## config.mk

```make
export PLATFORM = sky130hd
export DESIGN_NAME = trtc_outscale
export DESIGN_NICKNAME = d
export VERILOG_FILES = /design/src/hdl/trtc_pkg.sv /design/src/hdl/trtc_outscale.sv
export SDC_FILE = /design/constraint.sdc
export NUM_CORES = 1
export LEC_CHECK = 0
export BUFFER_PORTS_ARGS = -buffer_cell sky130_fd_sc_hd__buf_2
export CAP_MARGIN = 0
export CORE_ASPECT_RATIO = 0.9
export CORE_MARGIN = 10
export CORE_UTILIZATION = 61
export CTS_CLUSTER_DIAMETER = 30
export DETAILED_ROUTE_END_ITERATION = 7
export PLACE_DENSITY = 0.84
export SETUP_SLACK_MARGIN = 0.5
export SLEW_MARGIN = 25
export SYNTH_ARGS = -nofsm -noshare
export SYNTH_HDL_FRONTEND = slang
export SYNTH_SLANG_ARGS = --single-unit
```

## constraint.sdc

```tcl
create_clock -name clk -period 7.7 [get_ports clk]
set_input_delay 0.77 -clock clk [delete_from_list [all_inputs] [get_ports clk]]
set_output_delay 0.77 -clock clk [all_outputs]
set_load 0.02 [all_outputs]
```

## src/hdl/trtc_pkg.sv

```systemverilog
// Shared types, constants and elaboration-time ROM helpers for the type R
// thermocouple EMF-to-temperature core. No dependencies.
package trtc_pkg;

  // Number of Horner steps after the leading coefficient; shorter segments are
  // padded with leading zero coefficients up to degree ten.
  localparam int NUM_STEPS = 10;
  localparam int MAX_DEG   = 10;

  // EMF limits in microvolts.
  localparam logic signed [15:0] EMF_MIN   = -16'sd226;
  localparam logic signed [15:0] EMF_MAX   = 16'sd21103;
  localparam logic signed [15:0] SEG1_LOW  = 16'sd1923;
  localparam logic signed [15:0] SEG2_LOW  = 16'sd11361;
  localparam logic signed [15:0] SEG3_LOW  = 16'sd19739;

  // Reciprocal of 125 scaled by 2^24, rounded up.
  localparam logic [17:0] RECIP_125  = 18'd134218;
  localparam int          RECIP_SHIFT = 24;

  localparam logic [62:0] SAT_MAG = {63{1'b1}};
  localparam logic signed [18:0] TEMP_MAX = 19'sd262143;
  localparam logic signed [18:0] TEMP_MIN = -19'sd262144;

  // Pipeline payload that travels beside the accumulator.
  typedef struct packed {
    logic        oor;
    logic [1:0]  seg;
    logic        xneg;
    logic [62:0] xmag;
  } pipe_ctl_t;

  // Decimal coefficient table: value = mant / 10^dec.
  localparam logic signed [63:0] COEF_MANT [32] = '{
    64'sd0, 64'sd18891380, -64'sd93835290, 64'sd13068619, -64'sd22703580,
    64'sd35145659, -64'sd38953900, 64'sd28239471, -64'sd12607281,
    64'sd31353611, -64'sd33187769,
    64'sd1334584505, 64'sd1472644573, -64'sd1844024844, 64'sd4031129726,
    -64'sd6249428360, 64'sd6468412049, -64'sd4458750426,
    64'sd1994710149, -64'sd5313401790, 64'sd6481976217,
    -64'sd8199599416, 64'sd1553962042, -64'sd8342197663,
    64'sd4279433549, -64'sd1191577910, 64'sd1492290091,
    64'sd3406177836, -64'sd7023729171, 64'sd5582903813,
    -64'sd1952394635, 64'sd2560740231
  };
  localparam int COEF_DEC [32] = '{
    0, 5, 6, 5, 5, 5, 5, 5, 5, 6, 7,
    8, 7, 8, 9, 10, 11, 12, 13, 15, 17,
    8, 7, 9, 10, 11, 13,
    5, 6, 7, 8, 10
  };
  localparam int SEG_BASE [4] = '{0, 11, 21, 27};
  localparam int SEG_LEN  [4] = '{11, 10, 6, 5};

  // Fixed-point coefficient of power pos in segment seg, rounded to nearest
  // with ties away from zero and saturated to 63-bit magnitude. Evaluated at
  // elaboration only.
  function automatic logic signed [63:0] coef_fixed(input int seg, input int pos,
                                                    input int frac);
    logic [127:0]       num;
    logic [127:0]       q;
    logic [127:0]       rem;
    logic [127:0]       den;
    logic [63:0]        mag;
    logic signed [63:0] mant;
    logic signed [63:0] res;
    int                 idx;
    int                 i;
    res = '0;
    if (pos < SEG_LEN[seg]) begin
      idx  = SEG_BASE[seg] + pos;
      mant = COEF_MANT[idx];
      den  = 128'd1;
      for (i = 0; i < COEF_DEC[idx]; i++) begin
        den = den * 128'd10;
      end
      mag = (mant < 0) ? 64'(-mant) : 64'(mant);
      num = {64'd0, mag} << frac;
      q   = '0;
      rem = '0;
      for (i = 127; i >= 0; i--) begin
        rem = {rem[126:0], num[i]};
        if (rem >= den) begin
          rem  = rem - den;
          q[i] = 1'b1;
        end
      end
      if ((rem << 1) >= den) begin
        q = q + 128'd1;
      end
      if (q > {65'd0, SAT_MAG}) begin
        q = {65'd0, SAT_MAG};
      end
      res = (mant < 0) ? -$signed(q[63:0]) : $signed(q[63:0]);
    end
    return res;
  endfunction

  // round(b * 2^(frac-3) / 125), the fractional share of the mV conversion.
  function automatic logic [62:0] frac_tab(input int b, input int frac);
    logic [63:0] v;
    logic [63:0] q;
    logic [63:0] r;
    v = 64'(b) << (frac - 3);
    q = v / 125;
    r = v % 125;
    if ((r << 1) >= 64'd125) begin
      q = q + 64'd1;
    end
    return q[62:0];
  endfunction

endpackage

```

## src/hdl/trtc_outscale.sv

```systemverilog
// Output stage: scale the accumulator to hundredths of a degree, round,
// clamp to 19 bits and zero out-of-range results. Depends on trtc_pkg.
module trtc_outscale #(
  parameter int COEFF_FRAC_BITS = 40
) (
  input  logic                clk,
  input  logic                rst_n,
  input  logic                in_valid,
  input  trtc_pkg::pipe_ctl_t in_ctl,
  input  logic signed [63:0]  in_acc,
  output logic                out_strobe,
  output logic signed [18:0]  out_temp,
  output logic                out_oor
);

  localparam logic [70:0] HALF = 71'd1 << (COEFF_FRAC_BITS - 1);
  localparam logic [70:0] POS_LIM = 71'd262143;
  localparam logic [70:0] NEG_LIM = 71'd262144;

  logic               v1_r, v2_r;
  logic               oor1_r, oor2_r;
  logic               neg1_r;
  logic [69:0]        prod1_r;
  logic signed [18:0] temp2_r;

  logic [63:0]        amag;
  logic [70:0]        q;
  logic signed [18:0] temp_nxt;

  assign amag = in_acc[63] ? 64'(-in_acc) : 64'(in_acc);

  // Round, then clamp to the signed 19-bit range.
  always_comb begin
    q = ({1'b0, prod1_r} + HALF) >> COEFF_FRAC_BITS;
    if (oor1_r) begin
      temp_nxt = '0;
    end else if (neg1_r) begin
      temp_nxt = (q > NEG_LIM) ? trtc_pkg::TEMP_MIN : 19'(-$signed({1'b0, q[18:0]}));
    end else begin
      temp_nxt = (q > POS_LIM) ? trtc_pkg::TEMP_MAX : $signed(q[18:0]);
    end
  end

  always_ff @(posedge clk) begin
    if (!rst_n) begin
      v1_r <= 1'b0;
      v2_r <= 1'b0;
    end else begin
      v1_r <= in_valid;
      v2_r <= v1_r;
    end
  end

  always_ff @(posedge clk) begin
    oor1_r  <= in_ctl.oor;
    neg1_r  <= in_acc[63];
    prod1_r <= 70'(amag[62:0]) * 70'd100;
    oor2_r  <= oor1_r;
    temp2_r <= temp_nxt;
  end

  assign out_strobe = v2_r;
  assign out_temp   = temp2_r;
  assign out_oor    = oor2_r;

endmodule

```

== After elaboration in Yosys (flattened, before gate mapping) ==
Index checks and enable logic that the tools add are counted.

* $add $sub $neg: 3
* $mul: 1
* Order comparisons: 2
* Mux-type cells: 4

{| class="wikitable"
|+ Operators with widths
! cell !! count
|-
| $add A70 B40 Y71 const B || 1
|-
| $mul A63 B5 Y68 const B || 1
|-
| $mux W63 || 1
|-
| $neg A63 Y63 || 1
|-
| $mux W19 || 3
|-
| $gt A31 B18 Y1 const B || 1
|-
| $gt A31 B19 Y1 const B || 1
|-
| $neg A19 Y19 || 1
|}

* Register bits: 92
* Bits of input ports: 134

== Logic depth before layout (Yosys ltp) ==
* Depth after elaboration: 4
* Depth in mapped cells: 26
* Gate-level depth less buffers: 25

== Worst setup path after synthesis ==
Ideal clock, no wire load.

* Path type: input to register
* Start point: in in_acc[7]
* End point: reg prod1_r[55]
* Setup time: 0.106 ns
* Data arrival time: 6.186 ns
* Data required time: 7.594 ns
* Setup slack: 1.408 ns
* Stages on the path: 20
* Buffers on the path: 1
* Cell sequence: or4_4 nor4b_4 nand4_2 or4_4 or4_4 o21ai_1 xnor2_1 ha_1 ha_1 inv_1 fa_1 inv_1 ha_1 clkbuf_1 a2111oi_0 nor4_1 a2111oi_0 o31ai_1 a2111o_1 o311ai_0

* Longest elaborated chain between the ends: 3

{| class="wikitable"
|+ RTL lines
! element !! line !! RTL
|-
| from (decl) || trtc_outscale.sv:10 || <nowiki>input logic signed [63:0] in_acc,</nowiki>
|-
| $neg A63 Y63 || trtc_outscale.sv:30 || <nowiki>assign amag = in_acc[63] ? 64'(-in_acc) : 64'(in_acc);</nowiki>
|-
| $mux W63 (*) || trtc_outscale.sv:30 ||
|-
| $mul A63 B5 Y68 (*) || trtc_outscale.sv:57 || <nowiki>prod1_r <= 70'(amag[62:0]) * 70'd100;</nowiki>
|-
| to (signal assigned) || trtc_outscale.sv:57 ||
|-
| to (decl) || trtc_outscale.sv:23 || <nowiki>logic [69:0] prod1_r;</nowiki>
|}

Mark *: on every way between the ends. The rest lies on a longest branch, timed or not.
A chain may end at the register's enable or synchronous reset.

== Worst setup path after layout ==
* Start point: in in_acc[15]
* End point: reg prod1_r[55]

Same word-level chain as after synthesis.

==> out/qor.yml <==
placed_design:
  portBuffers: 88
  dp_hpwl_um: 22410
  placed_cells: 1742
  gp_congestion: 0.9507
global_route:
  grt_max_degree: 44
  grt.total_usage_pct: 21.13
  grt_util_met2_pct: 38.73
  overflow: 0
  grtUsageMet3_pct: 1.932
  use_met1_pct: 25.97
  antenna_found_initial: 1
  grt-busiest-layer: "met2"
  grt_pass1_wl_um: 44740
  grt_pass1_vias: 10080
clock_tree:
  path_clk_slew_ns: 0.07
  cts_buffers: 5
  h-tree-depth: 2
  cts_buffer_depth: 2
  worstSkewPairLatency_ns: 0.30
  cts.sinks: 55
  cts_tree: "done"
  cts-root-buf: "clkbuf_16"
setup_path:
  cp_cell_sequence: "buf_2 > or4_4 > nor4_4 > nand4_2 > or4_4 > o31ai_1 > xor2_1 > inv_1 > ha_1 > ha_1 > inv_1 > fa_1 > inv_1 > ha_1 > a21oi_1 > o21bai_1 > a2111oi_1 > nor4_1 > a2111oi_1 > o31ai_2 > a2111o_1 > o311ai_0"
  cp_slowest_cell: "or4_4"
  start_kind: "input port"
  endpoint_kind: "register"
  path_max_fanout: 6
  worstPathRequired_ns: 7.89
  cpPeakStageDelay_ns: 0.61
  worstSetupPathType: "in2reg"
  cp.arrival_ns: 7.09
sta:
  slew_viol_final: 0
  fin_skew_ns: 0.005176
  tns_ns: 0
  slew_headroom_pct: 45.96
  rsz0062_at_grt: "yes"
  period_share_pct: 89.68
  worst_pin_slew_ns: 0.8106
  timing.fmax_ghz: 0.1448
  layout_min_cycle_time_ns: 6.906
  setup_viol: 0
  finalHoldViolCount: 0
layout:
  layout-drive-gt1-share_pct: 8.693
  area_growth_syn_to_layout_pct: 7.542
  fin_nets: 1892
  stdcell_count: 1754
  num-fill-cells: 1534
logic_synthesis:
  synth_cells: 1442
  synth_top_area_cell: "ha_1"
  synth_edf_count: 0
  syn_nets: 1828
  async_flop_share_pct: 0
  ys_ff_latch: 55
  synth_top_area_share_pct: 22.72
  ys_seq_area_share_pct: 9.803
  yosys-top-cells-area: "ha_1 (23%), xnor2_1 (10%), dfxtp_1 (9.8%), inv_1 (8.9%), fa_1 (8.6%)"
  yosys_warnings: 0
  synthFlopType: "dfxtp_1"
  synth_area_per_cell_um2: 7.789
  syn_area_um2: 11230
  yosysUniqueCellTypes: 76
min_path:
  hold_path.class: "reg2reg"
routing:
  viasPerCell: 5.827
  ant_nets: 0
  drt-initial-drc-count: 549
  drcViolationCount: 0
  dr_total_vias: 10220
  wl_um: 25880
  wl_per_cell_um: 14.75
  first_pass_iters: 6
die:
  io_pins: 155
  dieArea_um2: 24250
  die_y_um: 148.7
  design.core.area_um2: 18230
  rows: 47
  fp.dieW_um: 163.0
  start_util_pct: 61.61
power:
  p_leak_nw: 5.937
  powerDensity_nw_per_um2: 285.0
  vdd_ir_drop_max_mv: 0.1353
status:
  status: "complete, no violations"
run:
  cap_violations: 0
synthesized netlist by cell type (all sizes together), types with 12 or more instances:
library cell,count
a21o,28
ha,204
and2,12
nor4,22
inv,265
nor3,42
or4,14
nor2,47
and3,13
clkbuf,33
xnor2,130
a21oi,72
a211oi,13
dfxtp,55
xor2,38
fa,48
o41ai,12
nand2,80
o31ai,21
o21ai,69
nand3,45
nand4,29
placed cells by master, fill, tap and decap left out, types with 28 or more instances in the layout:
cell       n
ha_1     204
xnor2_1  130
xor2_1    37
o21ai_0   61
nand4_1   28
dfxtp_1   55
a21o_1    28
inv_1    265
nand2_1   80
buf_2     88
nand3_1   44
fa_1      48
nor3_1    41
a21oi_1   72
nor2_1    46
worst max-delay path, delay by kind of cell:
kind / cells / cell delay [ns]
buffers and inverters: 4 / 0.33
AOI/OAI and AO/OA: 8 / 2.31
xor gates and xnor gates: 1 / 0.35
and+or+nand+nor: 5 / 1.84
adders and majority gates: 4 / 1.49
registers in the layout (all words and copies together) (netlist names):
signal / cells
oor1_r: 1
out_temp: 19
prod1_r: 31
out_oor: 1
neg1_r: 1
out_strobe: 1
v1_r: 1
worst paths after layout:
check	endpoint	cells after the start	slack (ns)	start
worst min register to register	out_strobe	1	0.44	v1_r
worst max-delay path	prod1_r[55]	22	0.79	in_acc[15]
worst min-delay path	out_strobe	1	0.44	v1_r
worst max register to register	out_temp[15]	8	3.79	prod1_r[42]
power breakdown:
group          switching [W]  internal [W]  total (W)
combinational        0.00156       0.00108    0.00264
clock              0.0000960      0.000162   0.000258
sequential          0.000150      0.000398   0.000548
cell families after synthesis:
group / Yosys count / synth area share (%)
flops: 55 / 9.803
fa+ha+maj: 252 / 31.28
buf+inv: 305 / 10.32
compound gates: 302 / 17.82
mux: 4 / 0.3565
simple gates: 356 / 17.32
xor+xnor: 168 / 13.10
stage by stage:
step | area [um2] | setup slack [ns] | hold slack (ns) | utilization (%) | total power, W
after global routing | 12070 | 0.4906 | 0.4508 | 66.23 | 0.003856
after floorplan | 11230 | 1.408 | 0.3859 | - | 0.002583
final | 12080 | 0.7943 | 0.4369 | 66.26 | 0.003443
after detailed placement | 11870 | 0.4230 | 0.4258 | 65.10 | 0.003143
after CTS | 12040 | 0.7318 | 0.4447 | 66.05 | 0.003417
after global placement | 11870 | 0.5931 | 0.4249 | 65.10 | 0.003052
metal layers:
metal	vias to the layer above	wire length [um]
met5	-	0
li1	5143	-
met2	293	12820
met1	4753	11400
met3	32	1180
met4	0	468
cell type report:
| cell class | instances | area (um2) | area share (%) |
|---|---|---|---|
| Multi-Input combinational cell | 1082 | 8990 | 74.42 |
| Sequential cell | 55 | 1101 | 9.115 |
| Inverter | 265 | 994.7 | 8.235 |
| Timing Repair Buffer | 97 | 508.0 | 4.206 |
| Tap cell | 245 | 306.5 | 2.538 |
| Clock buffer | 6 | 138.9 | 1.150 |
| Clock inverter | 2 | 35.03 | 0.2900 |
| Antenna cell | 2 | 5.005 | 0.04143 |
timing repair:
| action | CTS | global route |
|---|---|---|
| buffers inserted | 0 | 2 |
| gates resized for setup | 0 | 7 |
| hold buffers | 0 | 0 |
| endpoints found under the setup margin | 0 | 9 |
Power figures use the tool's default switching activity.
